<file path="config.mk">
export PLATFORM = sky130hd
export DESIGN_NAME = dsts_ctrl
export DESIGN_NICKNAME = d
export VERILOG_FILES = /design/src/rtl/core/decision_stump_threshold_search_macros.svh /design/src/rtl/core/dsts_pkg.sv /design/src/rtl/core/dsts_ctrl.sv
export SDC_FILE = /design/constraint.sdc
export NUM_CORES = 1
export LEC_CHECK = 0
export BUFFER_PORTS_ARGS = -buffer_cell sky130_fd_sc_hd__buf_2
export CORE_AREA = 2 2 39 41
export DETAILED_ROUTE_END_ITERATION = 12
export DIE_AREA = 0 0 41 43
export GPL_ROUTABILITY_DRIVEN = 0
export GPL_TIMING_DRIVEN = 0
export PLACE_DENSITY = 0.64
export SLEW_MARGIN = 20
export SYNTH_ARGS = -nofsm -noshare
export SYNTH_HDL_FRONTEND = slang
export SYNTH_SLANG_ARGS = --single-unit
</file>
<file path="constraint.sdc">
create_clock -name clock -period 1.15 [get_ports clock]
set_input_delay 0.115 -clock clock [delete_from_list [all_inputs] [get_ports clock]]
set_output_delay 0.115 -clock clock [all_outputs]
set_load 0.02 [all_outputs]
</file>
<file path="src/rtl/core/decision_stump_threshold_search_macros.svh">
`ifndef DECISION_STUMP_THRESHOLD_SEARCH_MACROS_SVH
`define DECISION_STUMP_THRESHOLD_SEARCH_MACROS_SVH
// Implication checked on every clock edge outside reset.
`define DSTS_ASSERT_IMP(label, clk, rst, ante, cons, msg) \
   label: assert property (@(posedge clk) disable iff (rst) (ante) |-> (cons)) else $error(msg);
// Implication whose consequent is checked in the cycle after the antecedent.
`define DSTS_ASSERT_NEXT(label, clk, rst, ante, cons, msg) \
   label: assert property (@(posedge clk) disable iff (rst) (ante) |=> (cons)) else $error(msg);
`endif

</file>
<file path="src/rtl/core/dsts_pkg.sv">
package dsts_pkg;
   localparam int DEF_MAX_SAMPLES = 1024;
   localparam int DEF_WEIGHT_BITS = 16;
   localparam int DEF_VALUE_BITS  = 24;

   typedef enum logic [3:0] {
      ST_LOAD,
      ST_INIT,
      ST_MRG_SETUP,
      ST_MRG_RD,
      ST_MRG_WAIT,
      ST_MRG_CMP,
      ST_MRG_NEXT,
      ST_SCAN_RD,
      ST_SCAN_WAIT,
      ST_SCAN_ACC,
      ST_SCAN_CMP,
      ST_DONE
   } state_type;

   typedef struct packed {
      logic load;
      logic init;
      logic mrg_setup;
      logic mrg_rd;
      logic mrg_cmp;
      logic mrg_next;
      logic scan_rd;
      logic scan_acc;
      logic scan_cmp;
      logic done;
   } cmd_type;

   typedef struct packed {
      logic init_done;
      logic run_done;
      logic pass_done;
      logic sort_done;
      logic scan_done;
   } sts_type;
endpackage

</file>
<file path="src/rtl/core/dsts_ctrl.sv">
module dsts_ctrl
   import dsts_pkg::*;
(
   input  logic    clock,
   input  logic    reset,
   input  logic    start,
   input  logic    last_in,
   input  sts_type sts,
   output logic    busy,
   output cmd_type cmd
);
   state_type state_ff, state_in;

   always_ff @(posedge clock) begin
      if (reset) begin
         state_ff <= ST_LOAD;
      end else begin
         state_ff <= state_in;
      end
   end

   always_comb begin
      state_in = state_ff;
      cmd = '0;
      busy = 1'b1;
      case (state_ff)
         ST_LOAD: begin
            busy = 1'b0;
            if (start) begin
               cmd.load = 1'b1;
               if (last_in) state_in = ST_INIT;
            end
         end
         ST_INIT: begin
            cmd.init = 1'b1;
            if (sts.init_done) state_in = ST_SCAN_RD;
            else state_in = ST_MRG_SETUP;
         end
         ST_MRG_SETUP: begin
            cmd.mrg_setup = 1'b1;
            state_in = ST_MRG_RD;
         end
         ST_MRG_RD: begin
            cmd.mrg_rd = 1'b1;
            state_in = ST_MRG_WAIT;
         end
         ST_MRG_WAIT: state_in = ST_MRG_CMP;
         ST_MRG_CMP: begin
            cmd.mrg_cmp = 1'b1;
            if (sts.run_done) state_in = ST_MRG_NEXT;
            else state_in = ST_MRG_RD;
         end
         ST_MRG_NEXT: begin
            cmd.mrg_next = 1'b1;
            if (sts.sort_done) state_in = ST_SCAN_RD;
            else state_in = ST_MRG_SETUP;
         end
         ST_SCAN_RD: begin
            cmd.scan_rd = 1'b1;
            state_in = ST_SCAN_WAIT;
         end
         ST_SCAN_WAIT: state_in = ST_SCAN_ACC;
         ST_SCAN_ACC: begin
            cmd.scan_acc = 1'b1;
            state_in = ST_SCAN_CMP;
         end
         ST_SCAN_CMP: begin
            cmd.scan_cmp = 1'b1;
            if (sts.scan_done) state_in = ST_DONE;
            else state_in = ST_SCAN_RD;
         end
         ST_DONE: begin
            cmd.done = 1'b1;
            state_in = ST_LOAD;
         end
         default: state_in = ST_LOAD;
      endcase
   end
endmodule

</file>
-- Word-level counts from Yosys, hierarchy flattened
Index checks and enable logic that the tools add are counted.
- add/subtract/negate cells: 0
- multiply operators: 0
- divide/modulo/power cells: 0
- magnitude comparators: 0
- eq/ne operators: 13
- shift operators: 0
- muxes and demuxes: 19
- bitwise gates (word level): 0
- reduce and logical (&&, ||, !) cells: 2
- operators by type and width (cell ; count):
    case mux 4 bit (11 select lines) ; 1
    == test 4 x 3 -> 1 bit, second input constant ; 4
    == test 4 bit, second input constant ; 4
    2-to-1 mux 1 bit ; 12
    2-to-1 mux 4 bit ; 3
    2-to-1 mux 3 bit ; 3
    == test 4 x 2 -> 1 bit, second input constant ; 2
    == test 4 x 1 -> 1 bit, second input constant ; 1
    zero test 4 bit ; 1
    != test 2 bit, second input constant ; 2
    AND reduction 2 bit ; 1
- register bits after elaboration: 4
- latch bits: 0
- memory bits (writable): 0
- memory bits (read-only): 0
- input port bits: 9
- output and inout port bits: 11
- logic and storage cells: 35
- memories kept: 0

-- Depth between registers and ports, before layout
Gate-level depths: netlist of run 1.
- depth after elaboration: 3
- depth in mapped cells: 4

-- Worst setup path after synthesis of run 1
No wires, ideal clock.
- path kind: register to register
- start point: register state_ff[3]
- end point: register state_ff[2]
- library setup time: 0.059 ns
- data arrival time: 1.605 ns
- data required time: 1.091 ns
- setup slack: -0.514 ns
- stages on the path, launching flop included: 4
- path buffers: 0
- clock period less this slack: 1.664 ns
- cells stage by stage: dfxtp_1 > nor4b_1 > a221o_1 > o31a_1
- cells in the longest elaborated chain, start to end: 3
- elaborated cells between the ends (all ways): 15
- those cells by class: 12 x eq/ne; 1 x mux; 2 x reduce/logical
- ends and longest elaborated chain (what ; line ; source):
    start: declaration ; dsts_ctrl.sv:12 ; state_type state_ff, state_in;
    start signal: assignment ; dsts_ctrl.sv:18 ; state_ff <= state_in;
    branches (longest 3 deep; another with case mux 4 bit (11 select lines)) ; - ;
Parallel ways; which one is timed is not known.
A chain may end at the register's enable or synchronous reset.

==> results of run 1 <==
[path summary, 6_finish.rpt]
check	slack, ns	cells after the start	end
setup / recovery	-0.22	4	cmd[7]
hold / removal	0.1	2	state_ff[1]
setup reg to reg	-0.17	3	state_ff[0]
hold reg to reg	0.65	2	state_ff[1]
[metal layers]
metal / vias to the layer above / track usage / share of wire
met1: 221 / 0.173 / 0.37
met5: - / 0 / 0
met4: 0 / 0.0400 / 0.021
li1: 225 / - / -
met2: 25 / 0.250 / 0.54
met3: 4 / 0.0628 / 0.069
[worst register-to-register path: stages (launching register included)]
cell and delay, ns:
sky130_fd_sc_hd__dfxtp_4 0.38, sky130_fd_sc_hd__and4bb_2 0.24, sky130_fd_sc_hd__a221o_1 0.30, sky130_fd_sc_hd__o31a_1 0.28
[metrics by stage]
step | total power, W | setup TNS, ns
after floorplan | 0.000800 | -0.477
after global placement | 0.000970 | -0.871
after detailed placement | 0.000974 | -0.908
after CTS | 0.00149 | -1.56
after global routing | 0.00184 | -2.41
final | 0.00175 | -1.83
[placed cells by master, fill, tap and decap left out]
cell                       Yosys  final
sky130_fd_sc_hd__buf_2         3      7
sky130_fd_sc_hd__inv_1         1      1
sky130_fd_sc_hd__nor3_2        0      2
sky130_fd_sc_hd__and2_4        0      1
sky130_fd_sc_hd__o21a_1        1      1
sky130_fd_sc_hd__nor3b_2       0      1
sky130_fd_sc_hd__a21oi_1       2      2
sky130_fd_sc_hd__buf_6         1     10
sky130_fd_sc_hd__nand2_4       0      1
sky130_fd_sc_hd__a221o_1       1      1
sky130_fd_sc_hd__xnor2_1       1      1
sky130_fd_sc_hd__buf_8         0      2
sky130_fd_sc_hd__nand3b_1      1      1
sky130_fd_sc_hd__nor2_2        1      1
sky130_fd_sc_hd__nor3_4        0      1
sky130_fd_sc_hd__nand2b_1      5      3
sky130_fd_sc_hd__nor4b_4       0      1
sky130_fd_sc_hd__dfxtp_4       0      4
sky130_fd_sc_hd__nor4_1        3      2
sky130_fd_sc_hd__and4bb_2      1      1
sky130_fd_sc_hd__nor2b_1       2      2
sky130_fd_sc_hd__a211oi_1      1      1
sky130_fd_sc_hd__nand2_1       3      1
sky130_fd_sc_hd__a21o_1        1      1
sky130_fd_sc_hd__nand2b_4      0      2
sky130_fd_sc_hd__nor4_4        0      1
sky130_fd_sc_hd__nand2_2       0      1
sky130_fd_sc_hd__buf_4         0     12
sky130_fd_sc_hd__clkbuf_4      0      3
sky130_fd_sc_hd__nor2_1        4      1
sky130_fd_sc_hd__nor2_4        0      3
sky130_fd_sc_hd__o31a_1        2      2
sky130_fd_sc_hd__or2b_1        1      1
sky130_fd_sc_hd__a221oi_4      0      1
[final cells by class]
type                       instances  area [um^2]  area share
sequential                         4         95.1       0.123
timing repair buffer              27          215       0.279
clock buffer                       3         22.5      0.0292
multi-input combinational         37          362       0.469
tap                               16         20.0      0.0260
inverter                           1         3.75     0.00487
buffer                             4         52.6      0.0682
[kinds of logic after synthesis]
logic type             Yosys count
AND/OR/NAND/NOR                 27
AO/OA/AOI/OAI                    9
flip-flops                       4
buffers and inverters            5
XOR/XNOR                         1
[power breakdown]
part	leakage [nW]	total (W)	internal, W	switching [W]
clock network	0.0138	0.000173	0.000117	0.0000562
registers	0.0356	0.000305	0.000206	0.0000986
logic	0.285	0.00127	0.000649	0.000619
total	0.335	0.00175	0.000972	0.000774
[what timing repair did]
item                                    4_1_cts  5_1_grt
setup buffers                                 5        4
gates resized for setup                      30       20
endpoints found under the setup margin       14       14
pin swaps                                     3        5
==> flow_summary.ini, run 1 <==
[route]
route.final.wire_length_um = 1360
routed_wire_length_per_instance_um = 14.8
remaining_drc_errors = 0
dr.first_iter.drc_count = 10
vias = 475
drt.antenna.violating_nets = 0
via_per_inst = 5.16
drt-pass1-iter-count = 6

[finish]
area_growth_syn_to_layout_pct = 118
biggestRegsByFlops = state_ff: 4 flops
post-route-cell-area_um2 = 771
largest_register = state_ff
layoutNonFillerInstCount = 92
diodes = 0
share_of_final_layout_standard_cells_stronger_than_drive_strength_1 = 0.724
max_ffs_per_register = 4
fin_util = 0.557
layout.filler_cells = 119
fin_nets = 87

[cts]
cts.sinks = 4
cts_root_buf = sky130_fd_sc_hd__clkbuf_4
clkLatencyLatePin_ns = 0.23
clk_pin_slew_ns = 0.04
cts_hold_repair.buffers = 0
clock_tree.buffer_depth = 2
tritoncts_clock_tree = done
cts.htree.levels = 1
cts-buffers-inserted = 3

[critical_path]
crit_path_cell_trace = buf_6, nand2b_4, nor3_2, buf_4
timing.critical_path.to_type = output pin
cp_peak_stage_delay_ns = 0.35
crit_path_start = state_ff[3]
path_max_fanout = 6
critPathSlowestCell = sky130_fd_sc_hd__dfxtp_4
worst-endpoint-required_ns = 1.03
setup.worst_path.class = flip-flop to output pin
critPathBufInv = 2
worstPathArrival_ns = 1.25
setup.worst_path.start_class = flip-flop
critical-path-top-delay-family = flip-flops
regToRegStartpoint = state_ff[0]

[pwr]
power.leakage_nw = 0.335
power.density_cell_area_nw_per_um2 = 2260
worst_ir_drop_vdd_v = 0.00110

[sta]
final-setup-viol-count = 14
post-route-period-util = 1.19
hold-worst-slack_ns = 0.0998
timing_hold_violations_final = 0
number_of_slew_limit_violations_in_the_final_report = 0
slew_worst_pin_ns = 0.272
final_period_minus_worst_setup_slack_ns = 1.37
timing.fmax_mhz = 731
setup_repair_after_global_routing_missed_its_margin = yes
maxSlewHeadroom = 0.817
layout_setup_ws_ns = -0.219
fin_clk_skew_ns = 0.00389

[synth]
synth_top_cell_by_area = sky130_fd_sc_hd__dfxtp_1
synth_enable_flop_cells = 0
ys_warn_count = 0
postSynthCellCount = 46
number_of_different_library_cells_in_the_post_synthesis_netlist = 25
async_reset_ff_frac = 0
postSynth.topFlopCell = sky130_fd_sc_hd__dfxtp_1
post_synth_and_or_nand_nor_area_fraction = 0.452
synth_adder_area_share = 0
number_of_storage_elements_in_the_synthesis_netlist = 4
synth_xor_xnor_area_share = 0.0247
synth_top_cells_by_area = sky130_fd_sc_hd__dfxtp_1, sky130_fd_sc_hd__nand2b_1, sky130_fd_sc_hd__nor4_1
postSynthNetCount = 55
synth_most_common_cell = sky130_fd_sc_hd__nand2b_1
yosys-top-cells-count = sky130_fd_sc_hd__nand2b_1, sky130_fd_sc_hd__dfxtp_1, sky130_fd_sc_hd__nor2_1
synth_largest_type_area_fraction = 0.226
muxShareOfSynthArea = 0
synthesis.area_per_instance_um2 = 7.70
synth.cell_area_um2 = 354
share_of_synthesized_area_occupied_by_flip_flops_and_latches = 0.226
synth_area_in_compound_gates = 0.212
synth_top_family_by_area = simple AND/OR/NAND/NOR gates

[global_route]
global_route.usage.total = 0.152
grt_overflow = 0
maximum_number_of_pins_on_one_net_before_global_route_repair = 11
grt_antenna_before_repair = 0
grt_pass1_vias = 415
grt_first_pass_wirelength_um = 1790

[status]
failed_checks = setup timing
run_status = finished, violations left

[place]
dpl.hpwl_um = 666
postPlaceCellArea_um2 = 493
pre_cts_slack_ns = -0.187
dp_cells = 80
number_of_port_buffers = 18

[floorplanning]
dieWidth_um = 41
initial_core_util = 0.256
total_die_area_um2 = 1760
dieHeight_um = 43
fp-row-count = 14
pin_count = 20
core_area_um2 = 1380

[hold_path]
hold_path.startpoint = reset
hold_class = input port to flip-flop

[job]
max_cap_violations = 0
Note: power is estimated with default switching activity, not from simulation.
==> run 2: changes to the inputs <==
--- a/config.mk
+++ b/config.mk
@@ -7,6 +7,7 @@
 export LEC_CHECK = 0
 export BUFFER_PORTS_ARGS = -buffer_cell sky130_fd_sc_hd__buf_2
 export CORE_AREA = 2 2 39 41
+export CTS_CLUSTER_SIZE = 24
 export DETAILED_ROUTE_END_ITERATION = 12
 export DIE_AREA = 0 0 41 43
 export GPL_ROUTABILITY_DRIVEN = 0
==> constraint.sdc (replaced) <==
create_clock -name clock -period 1.2 [get_ports clock]
set_input_delay 0.12 -clock clock [delete_from_list [all_inputs] [get_ports clock]]
set_output_delay 0.12 -clock clock [all_outputs]
set_load 0.02 [all_outputs]
==> run 2 against run 1 <==
Against the previous run:
- the run still ends with setup timing left
- combinational power down 6%
- final cell count shrank 1.1%
- non-clock buffer count decreased by 1
- cell area down 0.81%
- highest routed layer unchanged
- first-iteration DRC count did not move
- hold slack lost 0.0024 ns
- clock power is 3% lower
- via count up 1.3%
- sequential power is 4% lower
- worst setup slack better by 0.071 ns
- critical endpoint is now cmd[2]
- utilization is 0.45 points lower
- sequential cell count is the same
==> flow_summary.ini, run 2 (synthesized netlist as in run 1, its figures left out) <==
[floorplanning]
pin_count = 20
core_area_um2 = 1380
dieWidth_um = 41
dieHeight_um = 43
fp-row-count = 14
initial_core_util = 0.256
total_die_area_um2 = 1760

[cts]
cts_root_buf = sky130_fd_sc_hd__clkbuf_4
clk_pin_slew_ns = 0.04
cts.htree.levels = 1
cts_hold_repair.buffers = 0
clock_tree.buffer_depth = 2
cts.sinks = 4
tritoncts_clock_tree = done
cts-buffers-inserted = 3
clkLatencyLatePin_ns = 0.24

[finish]
biggestRegsByFlops = state_ff: 4 flops
area_growth_syn_to_layout_pct = 116
diodes = 0
fin_util = 0.552
max_ffs_per_register = 4
largest_register = state_ff
mostFrequentLayoutCell = sky130_fd_sc_hd__buf_4
share_of_final_layout_standard_cells_stronger_than_drive_strength_1 = 0.720
fin_nets = 86
layout.cells.most_common_list = sky130_fd_sc_hd__buf_4, sky130_fd_sc_hd__buf_6, sky130_fd_sc_hd__buf_2, sky130_fd_sc_hd__dfxtp_4
post-route-cell-area_um2 = 764

[critical_path]
reg2reg_setup_slack_ns = -0.12
timing.critical_path.depth = 4
regToRegStartpoint = state_ff[1]
worst_r2r_path_depth = 5
worstReg2RegEnd = state_ff[2]
timing.critical_path.to_type = output pin
crit_path_cell_trace = buf_6, nand2b_4, nor3b_2, buf_4
worstPathArrival_ns = 1.23
critical-path-top-delay-family = flip-flops
critPathBufInv = 2
setup.worst_path.start_class = flip-flop
worst-endpoint-required_ns = 1.08
path_max_fanout = 7
setup.worst_path.class = flip-flop to output pin
critPathSlowestCell = sky130_fd_sc_hd__dfxtp_4
cp_peak_stage_delay_ns = 0.37

[sta]
hold-worst-slack_ns = 0.0974
number_of_slew_limit_violations_in_the_final_report = 0
setup_repair_after_global_routing_missed_its_margin = yes
fin_clk_skew_ns = 0.00340
post-route-period-util = 1.12
layout_setup_ws_ns = -0.148
timing_hold_violations_final = 0
slew_worst_pin_ns = 0.277
final-setup-viol-count = 14
final_period_minus_worst_setup_slack_ns = 1.35
setup_total_negative_slack_ns = -1.12
timing.fmax_mhz = 742
maxSlewHeadroom = 0.813

[place]
pre_cts_slack_ns = -0.137
number_of_port_buffers = 18
dpl.hpwl_um = 666
postPlaceCellArea_um2 = 493

[route]
routed_wire_length_per_instance_um = 14.8
route.final.wire_length_um = 1350
vias = 481
drt.antenna.violating_nets = 0
drt-pass1-iter-count = 4
remaining_drc_errors = 0
dr.first_iter.drc_count = 10
via_per_inst = 5.29

[status]
run_status = finished, violations left
failed_checks = setup timing

[pwr]
worst_ir_drop_vdd_v = 0.00107
power.leakage_nw = 0.341
power.density_cell_area_nw_per_um2 = 2160

[global_route]
grt_first_pass_wirelength_um = 1880
grt_pass1_vias = 443
global_route.usage.total = 0.158
maximum_number_of_pins_on_one_net_before_global_route_repair = 11
grt_antenna_before_repair = 0
grt_overflow = 0

[hold_path]
hold_class = input port to flip-flop
holdPathEnd = state_ff[1]
hold_path.startpoint = reset
hold_path_depth = 2

[job]
max_cap_violations = 0
-- run 2: cell count changes in the layout (fill, tap and decap cells not counted) --
| cell | previous run | this run |
|---|---|---|
| sky130_fd_sc_hd__buf_6 | 10 | 9 |
| sky130_fd_sc_hd__nand2_4 | 1 | 2 |
| sky130_fd_sc_hd__nand2_2 | 1 | 0 |
-- run 2: where the power goes --
part	leakage, nW	internal (W)	switching [W]	total [W]
Combinational	0.292	0.000611	0.000583	0.00119
Clock	0.0138	0.000112	0.0000550	0.000167
Sequential	0.0356	0.000198	0.0000960	0.000294
-- run 2: cell type report --
type / count / area (um^2)
Multi-Input combinational cell: 37 / 367
Buffer: 4 / 52.6
Fill cell: 123 / 619
Tap cell: 16 / 20.0
Sequential cell: 4 / 95.1
Inverter: 1 / 3.75
Clock buffer: 3 / 22.5
Timing Repair Buffer: 26 / 204
-- run 2: worst reg2reg max path: stages, from the launching register on --
cell,delay [ns]
sky130_fd_sc_hd__dfxtp_4,0.39
sky130_fd_sc_hd__buf_8,0.15
sky130_fd_sc_hd__buf_4,0.15
sky130_fd_sc_hd__nand3b_1,0.13
sky130_fd_sc_hd__a21oi_1,0.09
sky130_fd_sc_hd__o31a_1,0.30
-- run 2: through the flow --
stage	total power (W)	instances
detailed placement	0.000933	80
CTS	0.00144	89
finish	0.00165	91
floorplan	0.000767	46
global placement	0.000929	80
global route	0.00175	91
-- run 2: layer usage --
| layer | share of wire | track usage |
|---|---|---|
| met5 | 0 | 0 |
| met4 | 0.024 | 0.0600 |
| met2 | 0.56 | 0.263 |
| met3 | 0.050 | 0.0628 |
| met1 | 0.37 | 0.169 |
-- run 2: repair_timing --
item                       4_1_cts  5_1_grt
buffers inserted                 6        2
pin swaps                        4        4
setup endpoints to repair       13       14
gates resized for setup         32       18
-- run 2: how the worst max path moves through the flow --
stage / from / to / slack [ns]
after floorplan: state_ff[1] / cmd[7] / -0.06
after global placement: state_ff[3] / state_ff[2] / -0.11
after detailed placement: state_ff[3] / state_ff[2] / -0.14
after CTS: state_ff[0] / cmd[9] / -0.11
after global routing: state_ff[3] / cmd[9] / -0.19
final: state_ff[2] / cmd[2] / -0.15
